### src/whdp_pkg.sv
// ----------------------------------------------------------------------------
// WebP header dimension parser package
// Shared types and constants for the RIFF/WebP header parser.
// ----------------------------------------------------------------------------
`default_nettype none

package whdp_pkg;

  localparam int unsigned PAYLOAD_DEPTH = 10;
  localparam int unsigned IDX_W         = 4;
  localparam int unsigned DIM_W         = 25;
  localparam int unsigned SEEN_W        = 5;
  localparam int unsigned OUT_TDATA_W   = 56;

  localparam logic [SEEN_W-1:0] MIN_BYTES = SEEN_W'(30);

  localparam logic [31:0] TAG_RIFF = 32'h5249_4646;
  localparam logic [31:0] TAG_WEBP = 32'h5745_4250;
  localparam logic [31:0] TAG_VP8  = 32'h5650_3820;
  localparam logic [31:0] TAG_VP8L = 32'h5650_384C;
  localparam logic [31:0] TAG_VP8X = 32'h5650_3858;

  localparam logic [7:0] VP8_START0 = 8'h9d;
  localparam logic [7:0] VP8_START1 = 8'h01;
  localparam logic [7:0] VP8_START2 = 8'h2a;
  localparam logic [7:0] VP8L_SIG   = 8'h2f;

  localparam logic [1:0] ST_FOUND     = 2'd0;
  localparam logic [1:0] ST_NOT_WEBP  = 2'd1;
  localparam logic [1:0] ST_TRUNCATED = 2'd2;
  localparam logic [1:0] ST_BAD_CHUNK = 2'd3;

  typedef enum logic [2:0] {
    PH_FILE_HDR,
    PH_CHUNK_HDR,
    PH_SKIP,
    PH_VP8,
    PH_VP8L,
    PH_VP8X,
    PH_DONE
  } phase_t;

  typedef struct packed {
    logic [7:0] data_byte;
    logic       end_of_buffer;
  } in_item_t;

  typedef struct packed {
    logic [1:0]       status;
    logic [DIM_W-1:0] width;
    logic [DIM_W-1:0] height;
  } dims_t;

  typedef struct packed {
    logic  valid;
    dims_t dims;
  } result_t;

endpackage

`default_nettype wire

### src/webp_header_dims_parser.sv
// The parser state advances once per byte taken from the input register.
// Throughput: one byte per cycle while the result register is free or being drained.
// At most one result per buffer, issued from a registered output stage.
// Reset (rst, synchronous) clears the parse state and both pipeline stages;
// a byte marked tlast also returns the parser to its reset state.
// ----------------------------------------------------------------------------
// WebP header dimension parser
// Byte-stream front end: input register, chunk walker, result register.
// ----------------------------------------------------------------------------
`default_nettype none

module webp_header_dims_parser (
  input  wire logic        clk,
  input  wire logic        rst,
  input  wire logic        s_axis_tvalid,
  output logic             s_axis_tready,
  input  wire logic [7:0]  s_axis_tdata,   // [7:0] data_byte
  input  wire logic        s_axis_tlast,   // end_of_buffer
  output logic             m_axis_tvalid,
  input  wire logic        m_axis_tready,
  output logic [whdp_pkg::OUT_TDATA_W-1:0] m_axis_tdata // [1:0] status,
                                                        // [26:2] width,
                                                        // [51:27] height
);
  import whdp_pkg::*;

  in_item_t s_item;
  in_item_t item;
  logic     item_valid;
  logic     advance;
  result_t  result;
  logic     out_valid;
  dims_t    out_dims;

  assign s_item.data_byte     = s_axis_tdata;
  assign s_item.end_of_buffer = s_axis_tlast;

  // advance whenever the result register is free or being drained
  assign advance = item_valid && (!out_valid || m_axis_tready);

  whdp_in_reg u_in_reg (
    .clk        (clk),
    .rst        (rst),
    .s_valid    (s_axis_tvalid),
    .s_ready    (s_axis_tready),
    .s_item     (s_item),
    .advance    (advance),
    .item_valid (item_valid),
    .item       (item)
  );

  whdp_parser u_parser (
    .clk    (clk),
    .rst    (rst),
    .step   (advance),
    .item   (item),
    .result (result)
  );

  always_ff @(posedge clk) begin
    if (rst) begin
      out_valid <= 1'b0;
    end else if (result.valid) begin
      out_valid <= 1'b1;
    end else if (m_axis_tready) begin
      out_valid <= 1'b0;
    end
  end

  always_ff @(posedge clk) begin
    if (result.valid) begin
      out_dims <= result.dims;
    end
  end

  assign m_axis_tvalid = out_valid;
  assign m_axis_tdata  = {4'b0, out_dims.height, out_dims.width, out_dims.status};

endmodule

`default_nettype wire

### src/whdp_in_reg.sv
// ----------------------------------------------------------------------------
// Input register
// Holds one incoming byte until the parser is free to take it.
// ----------------------------------------------------------------------------
`default_nettype none

module whdp_in_reg (
  input  wire logic               clk,
  input  wire logic               rst,
  input  wire logic               s_valid,
  output logic                    s_ready,
  input  wire whdp_pkg::in_item_t s_item,
  input  wire logic               advance,
  output logic                    item_valid,
  output whdp_pkg::in_item_t      item
);
  import whdp_pkg::*;

  in_item_t item_reg;
  logic     valid_reg;

  assign s_ready    = !valid_reg || advance;
  assign item_valid = valid_reg;
  assign item       = item_reg;

  always_ff @(posedge clk) begin
    if (rst) begin
      valid_reg <= 1'b0;
    end else if (s_ready) begin
      valid_reg <= s_valid;
    end
  end

  always_ff @(posedge clk) begin
    if (s_ready && s_valid) begin
      item_reg <= s_item;
    end
  end

endmodule

`default_nettype wire

### src/whdp_decode.sv
// ----------------------------------------------------------------------------
// Image chunk decoder
// Turns the leading payload bytes of a VP8, VP8L or VP8X chunk into a
// status and the image dimensions.
// ----------------------------------------------------------------------------
`default_nettype none

module whdp_decode (
  input  wire whdp_pkg::phase_t phase,
  input  wire logic [7:0]       pay [whdp_pkg::PAYLOAD_DEPTH],
  output whdp_pkg::dims_t       dims
);
  import whdp_pkg::*;

  logic [13:0] vp8_w;
  logic [13:0] vp8_h;
  logic [31:0] vp8l_bits;

  assign vp8_w     = {pay[7][5:0], pay[6]};
  assign vp8_h     = {pay[9][5:0], pay[8]};
  assign vp8l_bits = {pay[4], pay[3], pay[2], pay[1]};

  always_comb begin
    dims = '0;
    unique case (phase)
      PH_VP8: begin
        if (pay[3] != VP8_START0 || pay[4] != VP8_START1 || pay[5] != VP8_START2 ||
            vp8_w == '0 || vp8_h == '0) begin
          dims.status = ST_BAD_CHUNK;
        end else begin
          dims.status = ST_FOUND;
          dims.width  = DIM_W'(vp8_w);
          dims.height = DIM_W'(vp8_h);
        end
      end
      PH_VP8L: begin
        if (pay[0] != VP8L_SIG) begin
          dims.status = ST_BAD_CHUNK;
        end else begin
          dims.status = ST_FOUND;
          dims.width  = DIM_W'(vp8l_bits[13:0]) + DIM_W'(1);
          dims.height = DIM_W'(vp8l_bits[27:14]) + DIM_W'(1);
        end
      end
      PH_VP8X: begin
        dims.status = ST_FOUND;
        dims.width  = DIM_W'({pay[6], pay[5], pay[4]}) + DIM_W'(1);
        dims.height = DIM_W'({pay[9], pay[8], pay[7]}) + DIM_W'(1);
      end
      default: begin
        dims = '0;
      end
    endcase
  end

endmodule

`default_nettype wire

### src/whdp_parser.sv
// ----------------------------------------------------------------------------
// RIFF chunk walker
// Steps the header parse by one byte per request and produces at most one
// result per buffer.
// ----------------------------------------------------------------------------
`default_nettype none

module whdp_parser (
  input  wire logic               clk,
  input  wire logic               rst,
  input  wire logic               step,
  input  wire whdp_pkg::in_item_t item,
  output whdp_pkg::result_t       result
);
  import whdp_pkg::*;

  phase_t                   phase, phase_next;
  logic [IDX_W-1:0]         field_index, field_index_next;
  logic [31:0]              chunk_tag, chunk_tag_next;
  logic [31:0]              chunk_length, chunk_length_next;
  logic [32:0]              skip_remaining, skip_remaining_next;
  logic [SEEN_W-1:0]        bytes_seen, bytes_seen_next;
  logic                     decision_made, decision_made_next;
  logic                     decision_reported, decision_reported_next;
  dims_t                    held, held_next;
  logic [7:0]               payload_bytes [PAYLOAD_DEPTH];
  logic [7:0]               pay_view [PAYLOAD_DEPTH];
  dims_t                    decoded;
  logic                     decide_now;
  dims_t                    decide_dims;
  logic                     payload_write;
  logic [7:0]               b;
  logic [31:0]              tag_shift;
  logic [32:0]              skip_len;
  logic [IDX_W-1:0]         fi_inc;
  logic                     seen_ok;

  assign b        = item.data_byte;
  assign fi_inc   = field_index + IDX_W'(1);
  assign tag_shift = {chunk_tag[23:0], b};

  // current byte stands in for the entry being written this cycle
  always_comb begin
    for (int i = 0; i < PAYLOAD_DEPTH; i++) begin
      pay_view[i] = (field_index == IDX_W'(i)) ? b : payload_bytes[i];
    end
  end

  whdp_decode u_decode (
    .phase (phase),
    .pay   (pay_view),
    .dims  (decoded)
  );

  // next state
  always_comb begin
    phase_next          = phase;
    field_index_next    = field_index;
    chunk_tag_next      = chunk_tag;
    chunk_length_next   = chunk_length;
    skip_remaining_next = skip_remaining;
    decide_now          = 1'b0;
    decide_dims         = '0;
    payload_write       = 1'b0;
    skip_len            = 33'(chunk_length_next) + 33'(chunk_length_next[0]);

    if (!decision_made) begin
      unique case (phase)
        PH_FILE_HDR: begin
          if (field_index < IDX_W'(4) || field_index >= IDX_W'(8)) begin
            chunk_tag_next = tag_shift;
          end
          field_index_next = fi_inc;
          if (field_index == IDX_W'(3) && chunk_tag_next != TAG_RIFF) begin
            decide_now         = 1'b1;
            decide_dims.status = ST_NOT_WEBP;
          end else if (field_index == IDX_W'(11)) begin
            if (chunk_tag_next != TAG_WEBP) begin
              decide_now         = 1'b1;
              decide_dims.status = ST_NOT_WEBP;
            end else begin
              phase_next        = PH_CHUNK_HDR;
              field_index_next  = '0;
              chunk_tag_next    = '0;
              chunk_length_next = '0;
            end
          end
        end
        PH_CHUNK_HDR: begin
          if (field_index < IDX_W'(4)) begin
            chunk_tag_next = tag_shift;
          end else begin
            chunk_length_next = chunk_length | ({24'b0, b} << {field_index[1:0], 3'b000});
          end
          skip_len = 33'(chunk_length_next) + 33'(chunk_length_next[0]);
          if (field_index < IDX_W'(7)) begin
            field_index_next = fi_inc;
          end else begin
            field_index_next = '0;
            if (chunk_tag_next == TAG_VP8) begin
              phase_next = PH_VP8;
            end else if (chunk_tag_next == TAG_VP8L) begin
              phase_next = PH_VP8L;
            end else if (chunk_tag_next == TAG_VP8X) begin
              phase_next = PH_VP8X;
            end else if (skip_len == '0) begin
              chunk_tag_next    = '0;
              chunk_length_next = '0;
            end else begin
              phase_next          = PH_SKIP;
              skip_remaining_next = skip_len;
            end
          end
        end
        PH_SKIP: begin
          skip_remaining_next = skip_remaining - 33'd1;
          if (skip_remaining == 33'd1) begin
            phase_next        = PH_CHUNK_HDR;
            field_index_next  = '0;
            chunk_tag_next    = '0;
            chunk_length_next = '0;
          end
        end
        PH_VP8, PH_VP8L, PH_VP8X: begin
          payload_write    = 1'b1;
          field_index_next = fi_inc;
          if (fi_inc >= ((phase == PH_VP8L) ? IDX_W'(5) : IDX_W'(PAYLOAD_DEPTH))) begin
            decide_now  = 1'b1;
            decide_dims = decoded;
          end
        end
        default: begin
          phase_next = phase;
        end
      endcase
    end

    if (decide_now) begin
      phase_next = PH_DONE;
    end
  end

  // bookkeeping and result
  always_comb begin
    bytes_seen_next        = (bytes_seen < MIN_BYTES) ? bytes_seen + SEEN_W'(1) : bytes_seen;
    seen_ok                = bytes_seen_next >= MIN_BYTES;
    decision_made_next     = decision_made || decide_now;
    held_next              = decide_now ? decide_dims : held;
    decision_reported_next = decision_reported;
    result                 = '0;
    if (!decision_reported) begin
      if (decision_made_next && seen_ok) begin
        result.valid           = step;
        result.dims            = held_next;
        decision_reported_next = 1'b1;
      end else if (item.end_of_buffer) begin
        result.valid       = step;
        result.dims.status = ST_TRUNCATED;
      end
    end
  end

  always_ff @(posedge clk) begin
    if (rst || (step && item.end_of_buffer)) begin
      phase             <= PH_FILE_HDR;
      field_index       <= '0;
      chunk_tag         <= '0;
      chunk_length      <= '0;
      skip_remaining    <= '0;
      bytes_seen        <= '0;
      decision_made     <= 1'b0;
      decision_reported <= 1'b0;
      held              <= '0;
    end else if (step) begin
      phase             <= phase_next;
      field_index       <= field_index_next;
      chunk_tag         <= chunk_tag_next;
      chunk_length      <= chunk_length_next;
      skip_remaining    <= skip_remaining_next;
      bytes_seen        <= bytes_seen_next;
      decision_made     <= decision_made_next;
      decision_reported <= decision_reported_next;
      held              <= held_next;
    end
  end

  always_ff @(posedge clk) begin
    if (step && payload_write && field_index < IDX_W'(PAYLOAD_DEPTH)) begin
      payload_bytes[field_index] <= b;
    end
  end

endmodule

`default_nettype wire

### config.mk
export PLATFORM = sky130hd
export DESIGN_NAME = webp_header_dims_parser
export DESIGN_NICKNAME = d
export VERILOG_FILES = /design/src/whdp_pkg.sv /design/src/webp_header_dims_parser.sv /design/src/whdp_in_reg.sv /design/src/whdp_decode.sv /design/src/whdp_parser.sv
export SDC_FILE = /design/constraint.sdc
export NUM_CORES = 1
export LEC_CHECK = 0
export BUFFER_PORTS_ARGS = -buffer_cell sky130_fd_sc_hd__buf_2
export CAP_MARGIN = 20
export CELL_PAD_IN_SITES_DETAIL_PLACEMENT = 1
export CELL_PAD_IN_SITES_GLOBAL_PLACEMENT = 2
export CORE_MARGIN = 4
export CORE_UTILIZATION = 30
export CTS_BUF_LIST = sky130_fd_sc_hd__clkbuf_8
export DETAILED_ROUTE_END_ITERATION = 6
export PLACE_DENSITY_LB_ADDON = 0.3
export SLEW_MARGIN = 25
export SYNTH_ARGS = -nofsm -noshare
export SYNTH_HDL_FRONTEND = slang
export SYNTH_SLANG_ARGS = --single-unit
export TNS_END_PERCENT = 20
### constraint.sdc
create_clock -name clk -period 4.2 [get_ports clk]
set_input_delay 0.63 -clock clk [delete_from_list [all_inputs] [get_ports clk]]
set_output_delay 0.63 -clock clk [all_outputs]
set_load 0.02 [all_outputs]
=== Word level (Yosys, flattened, before mapping) ===
Memory sizes are Yosys's and may differ from the RTL's.
Cells that the tools add are included.

* Flip-flop bits (word level): 226
* Word-level logic and storage cells: 209
* Output and inout bits: 58
* Input bits: 13
* Memories kept: 1
* Bits in writable memories: 80

{| class="wikitable"
|+ Memories
! memory !! words !! bits a word !! rd ports !! clocked after Yosys merged registers in !! wr ports !! line !! RTL
|-
| u_parser.payload_bytes || 10 || 8 || 10 || 0 || 1 || whdp_parser.sv:26 || <nowiki>logic [7:0] payload_bytes [PAYLOAD_DEPTH];</nowiki>
|}

* Magnitude comparators: 7
* Shift operators: 1
* Reduce and logical (&&, ||, !) cells: 35
* Eq/ne operators: 41
* Bitwise gates (word level): 3
* Multiplexer cells: 95
* Add/subtract/negate cells: 8

{| class="wikitable"
|+ Operators by type and width
! cell !! count
|-
| $mux 32 || 26
|-
| $pmux 32 s3 || 2
|-
| $mux 33 || 5
|-
| $mux 52 || 3
|-
| $pmux 52 s3 || 1
|-
| $mux 50 || 2
|-
| $eq 32x31->1 const B || 3
|-
| $mux 8 || 10
|-
| $pmux 33 s2 || 1
|-
| $ne 32x31->1 const B || 2
|-
| $mux 53 || 1
|-
| $add 24x1->25 const B || 2
|-
| $mux 40 || 1
|-
| $mux 3 || 13
|-
| $mux 39 || 1
|-
| $add 32x1->33 || 1
|-
| $eq 33x1->1 const B || 1
|-
| $logic_not 33->1 || 1
|-
| $sub 33x1->33 const B || 1
|-
| $or 32x32->32 || 1
|-
| $shl 8x5->32 || 1
|-
| $add 14x1->15 const B || 2
|-
| $logic_not 14->1 || 2
|-
| $mux 4 || 6
|-
| other kinds (45) || 101
|}

=== Depth between registers and ports, before layout ===
Gate-level depths: netlist of run 1.

* Depth after elaboration: 16
* Depth in mapped cells: 19
* Depth with buffers taken out: 15

=== Cells and area by module ===
Synthesis of run 1 repeated with hierarchy kept, for this count alone.

* Cell total of the unflattened synthesis: 2140
* Area total of the unflattened synthesis: 18507.8 um^2

{| class="wikitable"
|+ Modules (own cells, without submodules)
! module !! times used !! area an instance (um^2) !! cells an instance !! sequential area each (um^2)
|-
| whdp_parser || 1 || 14338.8 || 1734 || 5665.4
|-
| whdp_decode || 1 || 2193.4 || 330 || 0.0
|-
| webp_header_dims_parser || 1 || 1650.3 || 62 || 1581.5
|-
| whdp_in_reg || 1 || 325.3 || 14 || 290.3
|}

=== Least setup slack after synthesis of run 1 ===
No wires, ideal clock.

* Kind: flip-flop to flip-flop
* Start point: register u_parser.field_index[1]
* End point: register out_dims (netlist bit m_axis_tdata[0]) (enable)
* Path buffers: 2
* Setup slack: -0.225 ns
* Arrival time: 4.019 ns
* Period minus slack after synthesis: 4.425 ns
* Data required time: 3.794 ns
* Cell stages (with the launch flop): 16
* Cell sequence: dfxtp_1 > buf_4 > clkinv_1 > buf_4 > ha_1 > ha_1 > a21o_1 > a21o_1 > a21oi_1 > nor2_1 > nor2_1 > o22a_1 > a211oi_1 > nor2_1 > or3_1 > inv_1

{| class="wikitable"
|+ RTL lines
! element !! line !! RTL
|-
| start: declaration || whdp_parser.sv:18 || <nowiki>logic [IDX_W-1:0] field_index, field_index_next;</nowiki>
|-
| start signal: assignment || whdp_parser.sv:176 || <nowiki>field_index <= field_index_next;</nowiki>
|-
| end signal: assignment || webp_header_dims_parser.sv:72 || <nowiki>out_dims <= result.dims;</nowiki>
|-
| end: declaration || webp_header_dims_parser.sv:33 || <nowiki>dims_t out_dims;</nowiki>
|}

=== Final worst setup path of run 1 ===
* Start point: register u_parser.field_index[0]
* End point: register u_parser.held[27] (netlist bit)

* Longest elaborated chain between the ends: 13
* Elaborated cells on any way between the ends: 55

{| class="wikitable"
|+ RTL lines
! element !! line !! RTL
|-
| branches (longest 12 deep; another with $lt 4x3->1) || - ||
|-
| $mux 52 * || whdp_parser.sv:148 || <nowiki>held_next = decide_now ? decide_dims : held;</nowiki>
|-
| end signal: assignment || whdp_parser.sv:183 || <nowiki>held <= held_next;</nowiki>
|-
| end: declaration || whdp_parser.sv:25 || <nowiki>dims_t held, held_next;</nowiki>
|}

Mark *: on every way between the ends. The select of a mux whose other input is x is not followed.
A chain may end at the register's enable or synchronous reset.

==> results.md, run 1 <==
- CP cell instances: buf_4 > ha_1 > or3b_2 > buf_4 > nor3b_1 > a31oi_1 > or4_1 > nor4_2 > buf_4 > nand2_1 > buf_12 > o21ai_0 > a22oi_1 > a211oi_1
- Vias in the first global route: 17,100
- Pleak: ~7.5 nW
- Most numerous cell in the Yosys netlist: nand2_1
- Grt ovf: 0
- Initial antenna violation count: 1
- DPL Wire Length: 44.5 mm
- Most flop-heavy register: u_parser.payload_bytes
- DIE AREA: between 0.06 and 0.07 sq mm
- Clock Skews: between 0.04 and 0.05 ns
- Gr busiest metal: met2
- Port Buffers: 66
- Post-placement cell area: between 0.015 and 0.02 sq mm
- Hold WS: ~0.13 ns
- Cell Pwr Density: 326 mW/mm^2
- Cts hold-fix bufs: 0
- Layout Nets: roughly 2,200
- GR met3 Demand/Resource: 2.59%
- Total CTS buffers: 60
- Cell family with the largest share of critical-path delay: simple AND/OR/NAND/NOR gates
- Row Count: between 80 and 90
- Synth Instances: between 2,000 and 2,500
- Endpoints failing setup: 0
- Pwr Total: slightly below 7 mW
- Commonest cells post-synth: 280 x nand2_1, 239 x nor2_1, 203 x a21oi_1, 165 x dfxtp_1, 141 x edfxtp_1
- Min-Delay Path Class: in2reg
- Via/cell ratio: ~5.4
- Fmax: between 0.2 and 0.25 GHz
- Iter 0 DRT Violations: between 800 and 900
- Met2 Resource Use GR: 35.1%
- Share of layout cells above drive strength 1: 17.1%
- Fin area: 0.0210 sq mm
- Tightest Pin Transition: 0.929 ns
- Die width: roughly 250 um
- EDFF count, synth: 141
- Endpoint class of the critical path: flop
- Most used cell, CP: buf_4
- Pin count of the biggest net entering global routing: just under 70
- Crit path kind: reg2reg
- Core Region: 0.0590 sq mm
- Crit Path Max Fanout: 27
- DIE HEIGHT: roughly 250 um
- Routed Antenna Nets: 0
- DRT Pass-1 Iters: 5
- IO Pins: 71
- Sequential fraction of the synthesis area: 42.1%
- Most used DFF post-synth: dfxtp_1
- First-pass GRT wire length: 101 mm
- Clock Root Buffer: clkbuf_8
- Largest register FFs: 80
- Crit path launch type: flop
- RePlAce Congestion: between 0.8 and 0.9
- Final Hold Vio Count: 0
- Global Route met1 Usage: between 20% and 30%
- Synth area leader: edfxtp_1
- CTS Buffer Depth: 3
- Buf/Inv on CP: 4
- Post-Syn Area: about 0.018 sq mm
- Unrepaired setup endpoints after global routing: false
- Starting Density: 30.3%
- Slowest cell delay on critical path: ~0.57 ns
- FF+latch count, synth: 306
- Layout area overhead: 17.3%
- Share of the synthesized area in the top cell type: a little under a quarter
- Via count: 16,300
- Dominant cells by area after synthesis: edfxtp_1 24%, dfxtp_1 18%, nand2_1 5.9%
- Synth warnings: 0
- Count of unique library cells instantiated by Yosys: 83
- Data required time of the worst path: just under 5 ns
- Max Slew Vio Count: 0
- Fillers: between 6,000 and 7,000
- H-tree depth: 2
- Worst skew pair latency: 0.71 ns
- Routed WL: approximately 64 mm
- Critical Path AT: ~4.7 ns
- Async set-reset flop share out of synthesis: 0%
- Slew headroom: 38.1%
- Maxcap violations: 0
- Synth Area per Inst: between 8 and 9 sq um
- GRT Overall Usage: between 10% and 20%
- Clk slew on worst S/H paths: 0.06 ns
- DR WL/cell: approximately 21 um
- CTS tree: yes
- Post-route clock period utilization: between 90% and 100%
- Status: complete, no violations
- Max stage delay cell, worst path: or3b_2
- Max VDD drop: roughly 220 uV
- Crit path time final: 4.04 ns
- DRC: 0
- Sink Count: just over 300
cells by family after synthesis:
| logic type | Yosys count | synth area share, % |
|---|---|---|
| AOI/OAI and AO/OA | 542 | 20.0 |
| and+or+nand+nor | 825 | 22.1 |
| xor gates and xnor gates | 101 | 4.94 |
| muxes | 82 | 4.62 |
| buffers and inverters | 201 | 4.95 |
| DFF | 306 | 42.1 |
| other | 1 | 0.0210 |
| adders and majority gates | 18 | 1.26 |
worst reg2reg max path: cells and delay by family (launching register included):
kind	cells	cell delay, ns
simple gates	5	1.73
compound gates	4	0.94
buf+inv	4	0.75
flops	1	0.40
fa+ha+maj	1	0.16
worst paths after layout:
| kind | end | from | cells past startpoint | slack [ns] |
|---|---|---|---|---|
| setup / recovery | u_parser.held[27] | u_parser.field_index[0] | 14 | 0.16 |
| hold / removal | u_in_reg.item[0] | s_axis_tlast | 1 | 0.13 |
| setup reg to reg | u_parser.held[27] | u_parser.field_index[0] | 14 | 0.16 |
| hold reg to reg | u_parser.held[50] | u_parser.held[50] | 2 | 0.45 |
repair_timing:
item / 4_1_cts / 5_1_grt
endpoints found under the setup margin: 11 / 138
buffers inserted: 0 / 3
pin swaps: 0 / 1
resized for setup: 2 / 14
hold endpoints to repair: 0 / 0
stage by stage:
stage                     setup slack [ns]  setup TNS [ns]  util, %  std cells
after global placement              -0.124          -0.169     33.3       2889
after floorplan                     -0.161          -0.726        -       2079
after CTS                           0.0116               0     35.4       3003
final                                0.158               0     35.5       3008
after global routing                0.0104               0     35.5       3007
after detailed placement            -0.108          -0.291     33.3       2889
layout make-up:
cell class / count / area [sq um] / area share, %
sequential: 306 / 7540 / 35.9
timing repair buffer: 208 / 1530 / 7.27
clock buffer: 64 / 881 / 4.20
antenna: 2 / 5.00 / 0.0239
tap: 773 / 967 / 4.61
multi-input combinational: 1572 / 9560 / 45.6
inverter: 33 / 128 / 0.608
clock inverter: 50 / 377 / 1.80
cell usage in the layout, fill, tap and decap left out, types with 25 or more instances in the layout:
cell type and count:
nand4_1 25, nor4_1 29, a211oi_1 25, buf_4 131, mux2i_1 76, nand2_1 279, clkbuf_8 64, inv_1 49
a22oi_1 54, o21ai_0 87, nor2_1 238, edfxtp_1 141, a31oi_1 26, nand3_1 31, xnor2_1 63, xor2_1 38
a21oi_1 202, dfxtp_1 164, nor3_1 66, a32oi_1 30, buf_2 66
power breakdown:
| group | leakage, nW | internal (mW) | switching, mW |
|---|---|---|---|
| registers | 2.61 | 3.17 | 0.0717 |
| logic | 4.16 | 0.129 | 0.268 |
| clock network | 0.718 | 1.74 | 1.46 |
layer usage:
layer  routed length [um]  vias up
met1                28700     8214
li1                     -     7776
met5                    0        -
met2                31800      242
met3                 2090       91
met4                 1520        0
(Power assumes the default switching activity.)
==> inputs of run 2 (changes only) <==
--- a/config.mk
+++ b/config.mk
@@ -13,6 +13,7 @@
 export CORE_UTILIZATION = 30
 export CTS_BUF_LIST = sky130_fd_sc_hd__clkbuf_8
 export DETAILED_ROUTE_END_ITERATION = 6
+export MAX_ROUTING_LAYER = met4
 export PLACE_DENSITY_LB_ADDON = 0.3
 export SLEW_MARGIN = 25
 export SYNTH_ARGS = -nofsm -noshare
==> results.md, run 2 (synthesis gave the netlist of run 1 again) <==
- Status: complete, no violations
- Port Buffers: 66
- Critical Path AT: around 4.6 ns
- CP cell instances: buf_4 > ha_1 > or3b_2 > buf_4 > mux2i_1 > o21bai_1 > nor3b_4 > buf_4 > nand4_1 > nor4_2 > buf_4 > nand2_1 > buf_12 > o21ai_1 > buf_4 > nand2_1 > a21oi_1
- Fin cells: approximately 3,000
- Most flop-heavy register: u_parser.payload_bytes
- Cell family with the largest share of critical-path delay: simple AND/OR/NAND/NOR gates
- Most common cell after layout, fill and taps aside: nand2_1
- RePlAce Congestion: 0.892
- Starting Density: 30.3%
- Via count: around 16,000
- Highest Signal Layer: met4
- Slowest cell delay on critical path: ~0.52 ns
- Crit path launch type: flop
- Buf/Inv on CP: 6
- DR WL/cell: between 20 and 25 um
- Min-delay src: s_axis_tdata[4]
- Grt ovf: 0
- Routed Antenna Nets: 0
- Final Hold Vio Count: 0
- Crit path kind: reg2reg
- Met2 wire len: 32.5 mm
- Clk slew on worst S/H paths: about 0.06 ns
- CTS tree: yes
- Total CTS buffers: between 50 and 60
- Pleak: around 7.5 nW
- Worst setup path start: u_parser.field_index[0]
- Most used cell, CP: buf_4
- Maxcap violations: 0
- Crit path time final: 4.04 ns
- IO Pins: between 70 and 80
- Layout Nets: around 2,200
- Row Count: 89
- Min-Delay Path Class: in2reg
- Crit Reg-Reg Startpoint: u_parser.field_index[0]
- Layout area overhead: 16.6%
- DIE HEIGHT: around 250 um
- Wl on met1: 28.7 mm
- Final Core Density: between 30% and 40%
- Endpoints failing setup: 0
- Max stage delay cell, worst path: or3b_2
- Endpoint class of the critical path: flop
- Fillers: a little under 7,000
- Via/cell ratio: between 5 and 6
- Data required time of the worst path: approximately 4.7 ns
- Die width: about 250 um
- H-tree depth: 2
- Pin count of the biggest net entering global routing: between 60 and 70
- Max VDD drop: between 200 and 250 uV
- Routed WL: roughly 65 mm
- Initial antenna violation count: 2
- Core Region: about 0.059 sq mm
- Vias in the first global route: roughly 17,000
- Sequential cell area: 0.00754 sq mm
- CTS Buffer Depth: 3
- Worst skew pair latency: a little under 0.7 ns
- Fmax: 0.248 GHz
- Multi-input logic area: 0.00958 sq mm
- DPL Wire Length: roughly 46 mm
- Crit Path Max Fanout: 27
- Largest register FFs: 80
- WL met3: about 2.3 mm
- Cell Pwr Density: 311 mW/mm^2
- Dpl cells: 2,891
- Sink Count: 306
- First-pass GRT wire length: a little over 100 mm
- Clock Root Buffer: clkbuf_8
- Post-route clock period utilization: a little over nine tenths
- Iter 0 DRT Violations: roughly 930
- Most frequent cells in the layout: 279 x nand2_1, 236 x nor2_1, 202 x a21oi_1, 164 x dfxtp_1, 141 x edfxtp_1
- GRT Overall Usage: 20.5%
- Tightest Pin Transition: just under 0.9 ns
- DIE AREA: between 0.06 and 0.07 sq mm
- DRT Pass-1 Iters: 5
- Share of layout cells above drive strength 1: 16.9%
- Slew headroom: between 40 and 50%
- Clock Skews: approximately 0.035 ns
- DRC: 0
- Max Slew Vio Count: 0
-- run 2: cell count changes in the layout (fill, tap and decap cells not counted), moves of 4 or more --
cell / change
clkinv_2: -11
inv_1: +10
buf_4: +7
clkinv_1: -6
bufinv_16: -4
-- run 2: path summary, 6_finish.rpt --
path              depth (start not counted)  slack, ns                 to
setup / recovery                         17       0.16   m_axis_tdata[10]
hold / removal                            1       0.14   u_in_reg.item[5]
hold reg to reg                           2       0.46  u_parser.held[50]
setup reg to reg                         17       0.16   m_axis_tdata[10]
-- run 2: metal layers --
layer	track usage, %	vias up
met5	-	-
met4	5.85	0
met3	2.86	108
met2	35.1	273
met1	25.2	8223
li1	-	7779
-- run 2: report_power, final --
group	internal, mW	total [mW]	switching [mW]	leakage, nW
Sequential	3.17	3.24	0.0740	2.61
Clock	1.49	2.84	1.35	0.675
Combinational	0.126	0.395	0.269	4.18
-- run 2: area by class of cell --
class	instances	share of cell area [%]
Inverter	33	0.612
Timing Repair Buffer	212	7.32
Clock inverter	39	0.960
Antenna cell	2	0.0240
Sequential cell	306	36.1
Multi-Input combinational cell	1572	45.9
Clock buffer	66	4.36
Tap cell	773	4.64
-- run 2: per-stage QoR --
stage	instance area [sq um]	setup WS, ns	hold slack (ns)	setup TNS (ns)	power [mW]
final	20900	0.164	0.136	0	6.48
after floorplan	17900	-0.161	0.427	-0.726	3.54
after CTS	20800	0.0433	0.0721	0	6.60
after global placement	19600	-0.128	0.436	-0.302	3.69
after detailed placement	19600	-0.243	0.454	-2.23	3.70
after global routing	20900	-0.0177	0.0969	-0.0479	6.76
-- run 2: repair_timing --
| item | in CTS | in global routing |
|---|---|---|
| hold buffers | 0 | 0 |
| endpoints found under the setup margin | 42 | 129 |
| resized for setup | 8 | 15 |
| pin swaps | 0 | 3 |
| buffers inserted | 0 | 5 |
-- run 2: worst register-to-register path: cells and delay by family (launching register included) --
kind                       cells  cell delay (ns)
buffers and inverters          6             1.09
DFF                            1             0.41
adders and majority gates      1             0.17
muxes                          1             0.16
and+or+nand+nor                6             1.29
AOI/OAI and AO/OA              3             0.76
